`config.mk`:
```
export PLATFORM = sky130hd
export DESIGN_NAME = camera_trigger_request_sequencer
export DESIGN_NICKNAME = d
export VERILOG_FILES = /design/src/rtl/core/cts_pkg.sv /design/src/rtl/core/cts_cell.sv /design/src/rtl/core/cts_chain.sv /design/src/rtl/core/camera_trigger_request_sequencer.sv
export SDC_FILE = /design/constraint.sdc
export NUM_CORES = 2
export LEC_CHECK = 0
export BUFFER_PORTS_ARGS = -buffer_cell sky130_fd_sc_hd__buf_2
export CAP_MARGIN = 20
export CORE_MARGIN = 4
export CORE_UTILIZATION = 40
export DETAILED_ROUTE_END_ITERATION = 6
export MAX_ROUTING_LAYER = met4
export PLACE_DENSITY = 0.62
export RECOVER_POWER = 100
export SLEW_MARGIN = 0
export SYNTH_ARGS = -nofsm -noshare
export SYNTH_HDL_FRONTEND = slang
export SYNTH_SLANG_ARGS = --single-unit
```
`constraint.sdc`:
```
create_clock -name clk -period 40.9 [get_ports clk]
set_clock_uncertainty 0.1 [all_clocks]
set_input_delay 2.045 -clock clk [delete_from_list [all_inputs] [get_ports clk]]
set_output_delay 2.045 -clock clk [all_outputs]
set_load 0.05 [all_outputs]
```
`src/rtl/core/cts_pkg.sv`:
```
// Types, codes and helper functions shared by the camera trigger request sequencer.
`default_nettype none
package cts_pkg;

	localparam int QUEUE_DEPTH = 8;
	localparam logic [31:0] MARGIN_RESET = 32'd5000;

	localparam logic [1:0] FUNC_ENQ = 2'd0;
	localparam logic [1:0] FUNC_TICK = 2'd1;
	localparam logic [1:0] FUNC_STROBE = 2'd2;
	localparam logic [1:0] FUNC_CANCEL = 2'd3;

	localparam logic [2:0] KIND_ACCEPT = 3'd0;
	localparam logic [2:0] KIND_REFUSED = 3'd1;
	localparam logic [2:0] KIND_FINISHED = 3'd2;
	localparam logic [2:0] KIND_REJECTED = 3'd3;
	localparam logic [2:0] KIND_TRIGGER = 3'd4;

	localparam logic [2:0] RSN_NONE = 3'd0;
	localparam logic [2:0] RSN_CENTER = 3'd1;
	localparam logic [2:0] RSN_BAD_MASK = 3'd2;
	localparam logic [2:0] RSN_UNKNOWN = 3'd3;
	localparam logic [2:0] RSN_DUPLICATE = 3'd4;
	localparam logic [2:0] RSN_FULL = 3'd5;
	localparam logic [2:0] RSN_TIMEOUT = 3'd6;
	localparam logic [2:0] RSN_CANCELLED = 3'd7;

	localparam logic [2:0] CAMS_LR = 3'b110;

	typedef enum logic [3:0] {
		ST_IDLE,
		ST_ENQ,
		ST_TICK,
		ST_DROP,
		ST_FIN,
		ST_START,
		ST_CAN,
		ST_CAN_FIN,
		ST_DRAIN,
		ST_STROBE,
		ST_DONE
	} state_t;

	typedef struct packed {
		logic [1:0]  func;
		logic [15:0] seq;
		logic [7:0]  stream;
		logic [2:0]  cameras;
		logic [31:0] pulse_us;
		logic [31:0] settle_us;
		logic        stream_known;
		logic [63:0] now_us;
		logic        strobe_camera;
		logic        strobe_level;
		logic [63:0] mirror_left;
		logic [63:0] mirror_right;
	} req_word_t;

	typedef struct packed {
		logic [2:0]  kind;
		logic [15:0] out_seq;
		logic [7:0]  out_stream;
		logic [31:0] capture_id;
		logic [63:0] trigger_start;
		logic [63:0] exposure_time;
		logic [63:0] avg_left;
		logic [63:0] avg_right;
		logic [2:0]  reason_code;
		logic [2:0]  queue_fill;
		logic [2:0]  trigger_mask_level;
		logic        last;
	} rsp_word_t;

	// cams: bit0 left, bit1 right
	typedef struct packed {
		logic [15:0] seq;
		logic [7:0]  stream;
		logic [1:0]  cams;
		logic [31:0] pulse;
		logic [31:0] settle;
		logic [31:0] capture_id;
	} entry_t;

	typedef struct packed {
		logic push;
		logic pop;
	} chain_ctl_t;

	function automatic logic [63:0] avg4(input logic [63:0] a, input logic [63:0] b);
		logic [63:0] res;
		logic [16:0] s;
		res = '0;
		for (int i = 0; i < 4; i++) begin
			s = {1'b0, a[16*i +: 16]} + {1'b0, b[16*i +: 16]} + 17'd1;
			res[16*i +: 16] = s[16:1];
		end
		return res;
	endfunction

	function automatic rsp_word_t trig_row(input entry_t e, input logic lvl);
		rsp_word_t r;
		r = '0;
		r.kind = KIND_TRIGGER;
		r.out_seq = e.seq;
		r.out_stream = e.stream;
		r.capture_id = e.capture_id;
		r.trigger_mask_level = {e.cams, lvl};
		return r;
	endfunction

	function automatic rsp_word_t reject_row(input entry_t e, input logic [2:0] rsn);
		rsp_word_t r;
		r = '0;
		r.kind = KIND_REJECTED;
		r.out_seq = e.seq;
		r.out_stream = e.stream;
		r.capture_id = e.capture_id;
		r.reason_code = rsn;
		return r;
	endfunction

endpackage
`default_nettype wire

```
`src/rtl/core/cts_cell.sv`:
```
// One queue cell: holds a request, takes its neighbor's on a pop or a new one on a load.
`default_nettype none
module cts_cell (
	input  wire logic            clk,
	input  wire logic            shift,
	input  wire logic            load,
	input  wire cts_pkg::entry_t nxt,
	input  wire cts_pkg::entry_t wr_entry,
	output cts_pkg::entry_t      entry
);

	cts_pkg::entry_t entry_q;

	always_ff @(posedge clk) begin
		if (shift) begin
			entry_q <= nxt;
		end else if (load) begin
			entry_q <= wr_entry;
		end
	end

	assign entry = entry_q;

endmodule
`default_nettype wire

```
`src/rtl/core/cts_chain.sv`:
```
// Request queue as a row of cells shifting toward the head, with fill count and stream match.
`default_nettype none
module cts_chain #(
	parameter int DEPTH = cts_pkg::QUEUE_DEPTH
) (
	input  wire logic                     clk,
	input  wire logic                     arst_n,
	input  wire cts_pkg::chain_ctl_t      ctl,
	input  wire cts_pkg::entry_t          wr_entry,
	input  wire logic [7:0]               match_stream,
	output cts_pkg::entry_t               head,
	output logic [$clog2(DEPTH+1)-1:0]    count,
	output logic                          full,
	output logic                          match
);

	localparam int CW = $clog2(DEPTH + 1);

	logic [CW-1:0] count_q;
	cts_pkg::entry_t cells [DEPTH];
	logic [DEPTH-1:0] hit;

	for (genvar i = 0; i < DEPTH; i++) begin : g_cell
		cts_pkg::entry_t nxt;
		if (i == DEPTH - 1) begin : g_tail
			assign nxt = cells[i];
		end else begin : g_mid
			assign nxt = cells[i+1];
		end
		cts_cell u_cell (
			.clk(clk),
			.shift(ctl.pop),
			.load(ctl.push && (count_q == CW'(i))),
			.nxt(nxt),
			.wr_entry(wr_entry),
			.entry(cells[i])
		);
		assign hit[i] = (CW'(i) < count_q) && (cells[i].stream == match_stream);
	end

	always_ff @(posedge clk or negedge arst_n) begin
		if (!arst_n) begin
			count_q <= '0;
		end else if (ctl.push && !ctl.pop) begin
			count_q <= count_q + CW'(1);
		end else if (ctl.pop && !ctl.push) begin
			count_q <= count_q - CW'(1);
		end
	end

	assign head = cells[0];
	assign count = count_q;
	assign full = (count_q == CW'(DEPTH));
	assign match = |hit;

endmodule
`default_nettype wire

```
`src/rtl/core/camera_trigger_request_sequencer.sv`:
```
// Top level: event sequencer for camera trigger requests.
// Throughput: one word at a time; next word taken after the last result is in the output register.
// Each result waits for the output register; the chain pops one cell a cycle unless output stalls.
// Reset: async active low; queue empty, idle, margin 5000, no stream seen, times and latches zero.
`default_nettype none
module camera_trigger_request_sequencer #(
	parameter int QUEUE_DEPTH = cts_pkg::QUEUE_DEPTH
) (
	input  wire logic               clk,
	input  wire logic               arst_n,
	input  wire logic               req_valid,
	output logic                    req_ready,
	input  wire cts_pkg::req_word_t req_word,
	output logic                    rsp_valid,
	input  wire logic               rsp_ready,
	output cts_pkg::rsp_word_t      rsp_word,
	input  wire logic               cfg_we,
	input  wire logic [31:0]        cfg_data
);

	localparam int CW = $clog2(QUEUE_DEPTH + 1);

	cts_pkg::state_t state_q, state_d;
	cts_pkg::req_word_t ev_q;
	cts_pkg::entry_t act_q, head, wr_entry;
	cts_pkg::chain_ctl_t ctl;
	cts_pkg::rsp_word_t row, pend_q, rsp_q, out_row;
	logic [CW-1:0] count;
	logic full, match;
	logic [31:0] margin_q, cnt_q;
	logic busy_q, dropped_q, settle_q, latched_q, finvalid_q;
	logic [1:0] high_q, risen_q, await_q;
	logic ls_valid_q;
	logic [7:0] ls_q;
	logic [63:0] t0_q, due_q, t2_q, el_q;
	logic [63:0] ml0_q, ml1_q, ml2_q, ml3_q;
	logic pend_v_q, rsp_v_q;
	logic need_emit, emit_ok, go, out_free, out_load;
	logic [2:0] cams_eff, reason;
	logic fire, drop, over, tout, start, hold;
	logic [1:0] sbit;

	assign out_free = !rsp_v_q || rsp_ready;
	assign emit_ok = !pend_v_q || out_free;
	assign go = !need_emit || emit_ok;
	assign out_load = (need_emit && go && pend_v_q) ||
		((state_q == cts_pkg::ST_DONE) && pend_v_q && out_free);

	assign wr_entry = '{seq: ev_q.seq, stream: ev_q.stream, cams: cams_eff[2:1],
		pulse: ev_q.pulse_us, settle: ev_q.settle_us, capture_id: cnt_q + 32'd1};

	cts_chain #(.DEPTH(QUEUE_DEPTH)) u_chain (
		.clk(clk),
		.arst_n(arst_n),
		.ctl(ctl),
		.wr_entry(wr_entry),
		.match_stream(ev_q.stream),
		.head(head),
		.count(count),
		.full(full),
		.match(match)
	);

	always_comb begin
		cams_eff = (ev_q.cameras == 3'd0) ? cts_pkg::CAMS_LR : ev_q.cameras;
		if (cams_eff[0]) begin
			reason = cts_pkg::RSN_CENTER;
		end else if ((cams_eff & ~cts_pkg::CAMS_LR) != 3'd0) begin
			reason = cts_pkg::RSN_BAD_MASK;
		end else if (!ev_q.stream_known) begin
			reason = cts_pkg::RSN_UNKNOWN;
		end else if (match || (busy_q && act_q.stream == ev_q.stream)) begin
			reason = cts_pkg::RSN_DUPLICATE;
		end else if (full) begin
			reason = cts_pkg::RSN_FULL;
		end else begin
			reason = cts_pkg::RSN_NONE;
		end
		fire = busy_q && settle_q && (ev_q.now_us >= due_q);
		drop = !dropped_q && (el_q >= {32'd0, act_q.pulse});
		over = latched_q && (risen_q == act_q.cams) && ((high_q & await_q) == 2'd0);
		tout = el_q > ({32'd0, act_q.pulse} + {32'd0, margin_q});
		start = !busy_q && (count != '0);
		hold = (!ls_valid_q || ls_q != head.stream) && (head.settle != 32'd0);
		sbit = ev_q.strobe_camera ? 2'b10 : 2'b01;
	end

	// staged word goes out marked last when the event is done
	always_comb begin
		out_row = pend_q;
		out_row.last = (state_q == cts_pkg::ST_DONE);
	end

	// result selection per state
	always_comb begin
		need_emit = 1'b0;
		row = '0;
		case (state_q)
			cts_pkg::ST_ENQ: begin
				need_emit = 1'b1;
				row.out_seq = ev_q.seq;
				row.out_stream = ev_q.stream;
				if (reason != cts_pkg::RSN_NONE) begin
					row.kind = cts_pkg::KIND_REFUSED;
					row.reason_code = reason;
				end else begin
					row.kind = cts_pkg::KIND_ACCEPT;
					row.capture_id = cnt_q + 32'd1;
					row.queue_fill = count[2:0];
				end
			end
			cts_pkg::ST_TICK: begin
				need_emit = fire;
				row = cts_pkg::trig_row(act_q, 1'b1);
			end
			cts_pkg::ST_DROP: begin
				need_emit = drop;
				row = cts_pkg::trig_row(act_q, 1'b0);
			end
			cts_pkg::ST_FIN: begin
				need_emit = over || tout;
				if (over) begin
					row.kind = cts_pkg::KIND_FINISHED;
					row.out_seq = act_q.seq;
					row.out_stream = act_q.stream;
					row.capture_id = act_q.capture_id;
					row.trigger_start = t0_q;
					row.exposure_time = t2_q;
					row.avg_left = finvalid_q ? cts_pkg::avg4(ml0_q, ml2_q) : ml0_q;
					row.avg_right = finvalid_q ? cts_pkg::avg4(ml1_q, ml3_q) : ml1_q;
				end else begin
					row = cts_pkg::reject_row(act_q, cts_pkg::RSN_TIMEOUT);
				end
			end
			cts_pkg::ST_START: begin
				need_emit = start && !hold;
				row = cts_pkg::trig_row(head, 1'b1);
			end
			cts_pkg::ST_CAN: begin
				need_emit = busy_q;
				row = cts_pkg::trig_row(act_q, 1'b0);
			end
			cts_pkg::ST_CAN_FIN: begin
				need_emit = 1'b1;
				row = cts_pkg::reject_row(act_q, cts_pkg::RSN_CANCELLED);
			end
			cts_pkg::ST_DRAIN: begin
				need_emit = (count != '0);
				row = cts_pkg::reject_row(head, cts_pkg::RSN_CANCELLED);
			end
			default: begin
				need_emit = 1'b0;
			end
		endcase
		ctl.push = (state_q == cts_pkg::ST_ENQ) && go && (reason == cts_pkg::RSN_NONE);
		ctl.pop = ((state_q == cts_pkg::ST_START) && go && start) ||
			((state_q == cts_pkg::ST_DRAIN) && go && (count != '0));
	end

	always_comb begin
		state_d = state_q;
		case (state_q)
			cts_pkg::ST_IDLE: begin
				if (req_valid) begin
					case (req_word.func)
						cts_pkg::FUNC_ENQ: state_d = cts_pkg::ST_ENQ;
						cts_pkg::FUNC_TICK: state_d = cts_pkg::ST_TICK;
						cts_pkg::FUNC_STROBE: state_d = cts_pkg::ST_STROBE;
						default: state_d = cts_pkg::ST_CAN;
					endcase
				end
			end
			cts_pkg::ST_ENQ: if (go) state_d = cts_pkg::ST_DONE;
			cts_pkg::ST_TICK: begin
				if (busy_q && settle_q) begin
					if (go) state_d = cts_pkg::ST_DONE;
				end else if (busy_q) begin
					state_d = cts_pkg::ST_DROP;
				end else begin
					state_d = cts_pkg::ST_START;
				end
			end
			cts_pkg::ST_DROP: if (go) state_d = cts_pkg::ST_FIN;
			cts_pkg::ST_FIN: if (go) state_d = cts_pkg::ST_START;
			cts_pkg::ST_START: if (go) state_d = cts_pkg::ST_DONE;
			cts_pkg::ST_CAN: begin
				if (go) state_d = busy_q ? cts_pkg::ST_CAN_FIN : cts_pkg::ST_DRAIN;
			end
			cts_pkg::ST_CAN_FIN: if (go) state_d = cts_pkg::ST_DRAIN;
			cts_pkg::ST_DRAIN: if (count == '0) state_d = cts_pkg::ST_DONE;
			cts_pkg::ST_STROBE: state_d = cts_pkg::ST_DONE;
			cts_pkg::ST_DONE: if (!pend_v_q || out_free) state_d = cts_pkg::ST_IDLE;
			default: state_d = cts_pkg::ST_IDLE;
		endcase
	end

	always_ff @(posedge clk or negedge arst_n) begin
		if (!arst_n) begin
			state_q <= cts_pkg::ST_IDLE;
			ev_q <= '0;
			margin_q <= cts_pkg::MARGIN_RESET;
			cnt_q <= '0;
			act_q <= '0;
			busy_q <= 1'b0;
			dropped_q <= 1'b0;
			settle_q <= 1'b0;
			latched_q <= 1'b0;
			finvalid_q <= 1'b0;
			high_q <= '0;
			risen_q <= '0;
			await_q <= '0;
			ls_valid_q <= 1'b0;
			ls_q <= '0;
			t0_q <= '0;
			due_q <= '0;
			t2_q <= '0;
			el_q <= '0;
			ml0_q <= '0;
			ml1_q <= '0;
			ml2_q <= '0;
			ml3_q <= '0;
			pend_q <= '0;
			pend_v_q <= 1'b0;
			rsp_q <= '0;
			rsp_v_q <= 1'b0;
		end else begin
			state_q <= state_d;
			if (cfg_we) begin
				margin_q <= cfg_data;
			end
			// staged result goes out once a newer one shows it was not the last, or marked last when done
			if (out_load) begin
				rsp_q <= out_row;
				rsp_v_q <= 1'b1;
			end else if (rsp_ready) begin
				rsp_v_q <= 1'b0;
			end
			if (need_emit && go) begin
				pend_q <= row;
				pend_v_q <= 1'b1;
			end else if ((state_q == cts_pkg::ST_DONE) && out_free) begin
				pend_v_q <= 1'b0;
			end
			case (state_q)
				cts_pkg::ST_IDLE: begin
					if (req_valid) begin
						ev_q <= req_word;
					end
				end
				cts_pkg::ST_ENQ: begin
					if (ctl.push) begin
						cnt_q <= cnt_q + 32'd1;
					end
				end
				cts_pkg::ST_TICK: begin
					if (fire && go) begin
						settle_q <= 1'b0;
						t0_q <= ev_q.now_us;
					end
					el_q <= ev_q.now_us - t0_q;
				end
				cts_pkg::ST_DROP: begin
					if (drop && go) begin
						dropped_q <= 1'b1;
					end
				end
				cts_pkg::ST_FIN: begin
					if ((over || tout) && go) begin
						busy_q <= 1'b0;
						settle_q <= 1'b0;
					end
				end
				cts_pkg::ST_START: begin
					if (start && go) begin
						act_q <= head;
						busy_q <= 1'b1;
						dropped_q <= 1'b0;
						latched_q <= 1'b0;
						finvalid_q <= 1'b0;
						high_q <= high_q & ~head.cams;
						risen_q <= risen_q & ~head.cams;
						await_q <= head.cams;
						ls_valid_q <= 1'b1;
						ls_q <= head.stream;
						settle_q <= hold;
						if (hold) begin
							due_q <= ev_q.now_us + {32'd0, head.settle};
						end else begin
							t0_q <= ev_q.now_us;
						end
					end
				end
				cts_pkg::ST_CAN_FIN: begin
					if (go) begin
						busy_q <= 1'b0;
						settle_q <= 1'b0;
					end
				end
				cts_pkg::ST_STROBE: begin
					if (ev_q.strobe_level) begin
						high_q <= high_q | sbit;
						risen_q <= risen_q | sbit;
						if (!latched_q && ((await_q & sbit) != 2'd0)) begin
							t2_q <= ev_q.now_us;
							ml0_q <= ev_q.mirror_left;
							ml1_q <= ev_q.mirror_right;
							latched_q <= 1'b1;
						end
					end else begin
						if (latched_q && ((await_q & sbit) != 2'd0)) begin
							ml2_q <= ev_q.mirror_left;
							ml3_q <= ev_q.mirror_right;
							finvalid_q <= 1'b1;
						end
						high_q <= high_q & ~sbit;
					end
				end
				default: begin
				end
			endcase
		end
	end

	assign req_ready = (state_q == cts_pkg::ST_IDLE);
	assign rsp_valid = rsp_v_q;
	assign rsp_word = rsp_q;

endmodule
`default_nettype wire

```
==> impl_metrics.tcl <==
set metrics [dict create \
    rows 198 \
    die_height_um 548 \
    path_max_fanout 162 \
    startpoint_type "primary input" \
    gp_congestion 0.925 \
    vdd_drop_max_mv 0.0577 \
    cts_tree "done" \
    clock.fmax_mhz 46.3 \
    avgSynthCellArea_um2 11.9 \
    grt_first_pass_wirelength_um 472000 \
    worst_pin_slew_ns 9.61 \
    violations "capacitance limit, slew limit" \
    hold_viol_final 0 \
    grt_use_total_pct 20.7 \
    r2r_slack_ns 19.60 \
    mostFrequentLayoutCell "nand2_1" \
    fin_crit_sh_pct 52.8 \
    antenna_found_initial 31 \
    clk_pin_slew_ns 0.06 \
    grt_overflow 0 \
    clk_latency_ns 0.88 \
    root_buffer "clkbuf_16" \
    cts.sinks 2597 \
    seq_area_frac_synth_pct 59.8 \
    layout-drive-gt1-share_pct 15.0 \
    cp-end-kind "asynchronous set/reset pin" \
    arrival_ns 21.46 \
    grt_max_degree 229 \
    wire_per_inst_um 21.2 \
    setup-violations-final 0 \
    relSlewSlack_pct -541 \
    syn_to_final_growth_pct 13.1 \
    rr_worst_depth 29 \
    power_uw 10600 \
    netlist_area_um2 117000 \
    power_density_nw_per_um2 80.1 \
    portBuffers 651 \
    fin_crit_ns 21.60 \
    design.core.area_um2 291000 \
    reg2reg_to "rsp_word[176]$_DFFE_PN0P_" \
    cts_setup_buffers 0 \
    async_flop_share_pct 62.4 \
    grt_setup_unrepaired "no" \
    synthTopCellsByArea "dfrtp_1 35%, edfxtp_1 25%, nand2_1 7.3%" \
    cts_made_buffers 290 \
    dp_cells 14000 \
    clockBufferDepth 4 \
    synth_warnings 0 \
    holdBufCountCts 0 \
    syn_nets 10500 \
    multiInputGateArea_um2 43500 \
    synth_edf_count 976 \
    drt-pass1-iter-count 6 \
    cp.required_ns 40.77 \
    critPathKind "in2async" \
    finalNetCount 11100 \
    yosysTopAreaCell "dfrtp_1" \
    crit_start "arst_n" \
    drc 0 \
    die_x_um 548 \
    fin_tns_setup_ns 0 \
    synth_cell_type_count 87 \
    final_cell_count_no_fill 14600 \
    p_leak_uw 0.0581 \
    regArea_um2 69900 \
    syn_inst 9802 \
    cts_resized 0 \
    grt_pass1_vias 77200 \
    final_cell_mix "2333 x nand2_1, 1615 x dfrtp_1, 976 x edfxtp_1, 714 x mux2_2, 513 x o21ai_0" \
    synth-seq-cells 2597 \
    cts_max_level 5 \
    place_hpwl_um 210000 \
    via_count 76400 \
    yosysTopAreaCellShare_pct 34.6 \
    finish.utilization_pct 45.4 \
    drt_iter0_drc 5665 \
    final_cell_area_um2 132000 \
    wl_um 309000 \
    status "complete, but fails checks" \
    nFillCells 26900 \
    rr_startpoint "act_q[64]$_DFFE_PN0P_" \
    finalMaxSlewViolations 5481 \
    postRouteAntennaNets 0 \
    min_path_type "reg2reg" \
    endpoint "ev_q[267]$_DFFE_PN0P_" \
    start_util_pct 40.2 \
    cap_violations 77 \
    ios 652 \
    routed_via_density 5.24 \
    synthFlopType "dfrtp_1" \
    placed_area_um2 124000 \
    design.die.area_um2 301000 \
]
[metal layers]
layer	global-route usage, %	routed length, um
met1	28.1	140000
met2	31.4	140000
met3	2.88	16000
met4	8.50	13300
met5	-	0
[synth_stat cells, types with 171 or more instances]
library cell,count
edfxtp_1,976
dfrtp_1,1616
nor2_1,179
xnor2_1,228
clkbuf_1,239
o21a_1,258
mux2_2,715
o31ai_1,171
ha_1,382
inv_1,236
mux2_1,249
nand2_1,2285
a21oi_1,268
o21ai_0,505
a21o_1,172
[per-stage QoR]
stage	hold slack, ns	setup WS (ns)
final	0.330	19.30
after global placement	0.326	30.24
after floorplan	0.315	23.51
after detailed placement	0.321	30.16
after CTS	0.333	30.12
after global routing	0.358	15.04
[critical path, cell delays in order]
cell and delay, ns:
clkbuf_1 6.02, clkbuf_1 2.62, clkbuf_1 2.54, clkbuf_1 2.48, clkbuf_1 2.37, clkbuf_1 3.08
[registers in the layout (all words and copies together) (netlist names), 80 cells and up, named ones only]
| register | flops |
|---|---|
| u_chain.g_cell.u_cell.entry | 976 |
| rsp_word | 325 |
| out_row | 324 |
| ev_q | 286 |
| act_q | 80 |
[cell families after synthesis]
| logic type | synth area share [%] |
|---|---|
| muxes | 9.91 |
| AOI/OAI and AO/OA | 9.41 |
| xor gates and xnor gates | 2.95 |
| adders and majority gates | 4.28 |
| and+or+nand+nor | 10.8 |
| DFF | 59.8 |
| buffers and inverters | 2.81 |
[layout make-up]
type	instances	area share (%)
Antenna cell	19	0.0360
Multi-Input combinational cell	6508	32.9
Timing Repair Buffer	775	2.67
Clock buffer	417	6.28
Clock inverter	111	0.834
Sequential cell	2597	52.9
Inverter	237	0.674
Tap cell	3900	3.69
[how the worst min path moves through the flow]
stage,start,end,slack [ns],cells past startpoint
after floorplan,u_chain.g_cell[0].u_cell.entry[64]$_DFFE_PP_,act_q[64]$_DFFE_PN0P_,0.31,2
after global placement,u_chain.g_cell[0].u_cell.entry[64]$_DFFE_PP_,act_q[64]$_DFFE_PN0P_,0.33,2
after detailed placement,u_chain.g_cell[0].u_cell.entry[64]$_DFFE_PP_,act_q[64]$_DFFE_PN0P_,0.32,2
after CTS,u_chain.g_cell[0].u_cell.entry[64]$_DFFE_PP_,act_q[64]$_DFFE_PN0P_,0.33,2
after global routing,u_chain.g_cell[0].u_cell.entry[64]$_DFFE_PP_,act_q[64]$_DFFE_PN0P_,0.36,2
final,u_chain.g_cell[0].u_cell.entry[64]$_DFFE_PP_,act_q[64]$_DFFE_PN0P_,0.33,2
[power by group]
part	total [uW]	switching (uW)	internal, uW	leakage [uW]
Clock	2560	1080	1490	0.00459
Sequential	4150	490	3660	0.0303
Combinational	3870	2400	1460	0.0232
Total	10600	3970	6620	0.0581
Power figures use the tool's default switching activity.
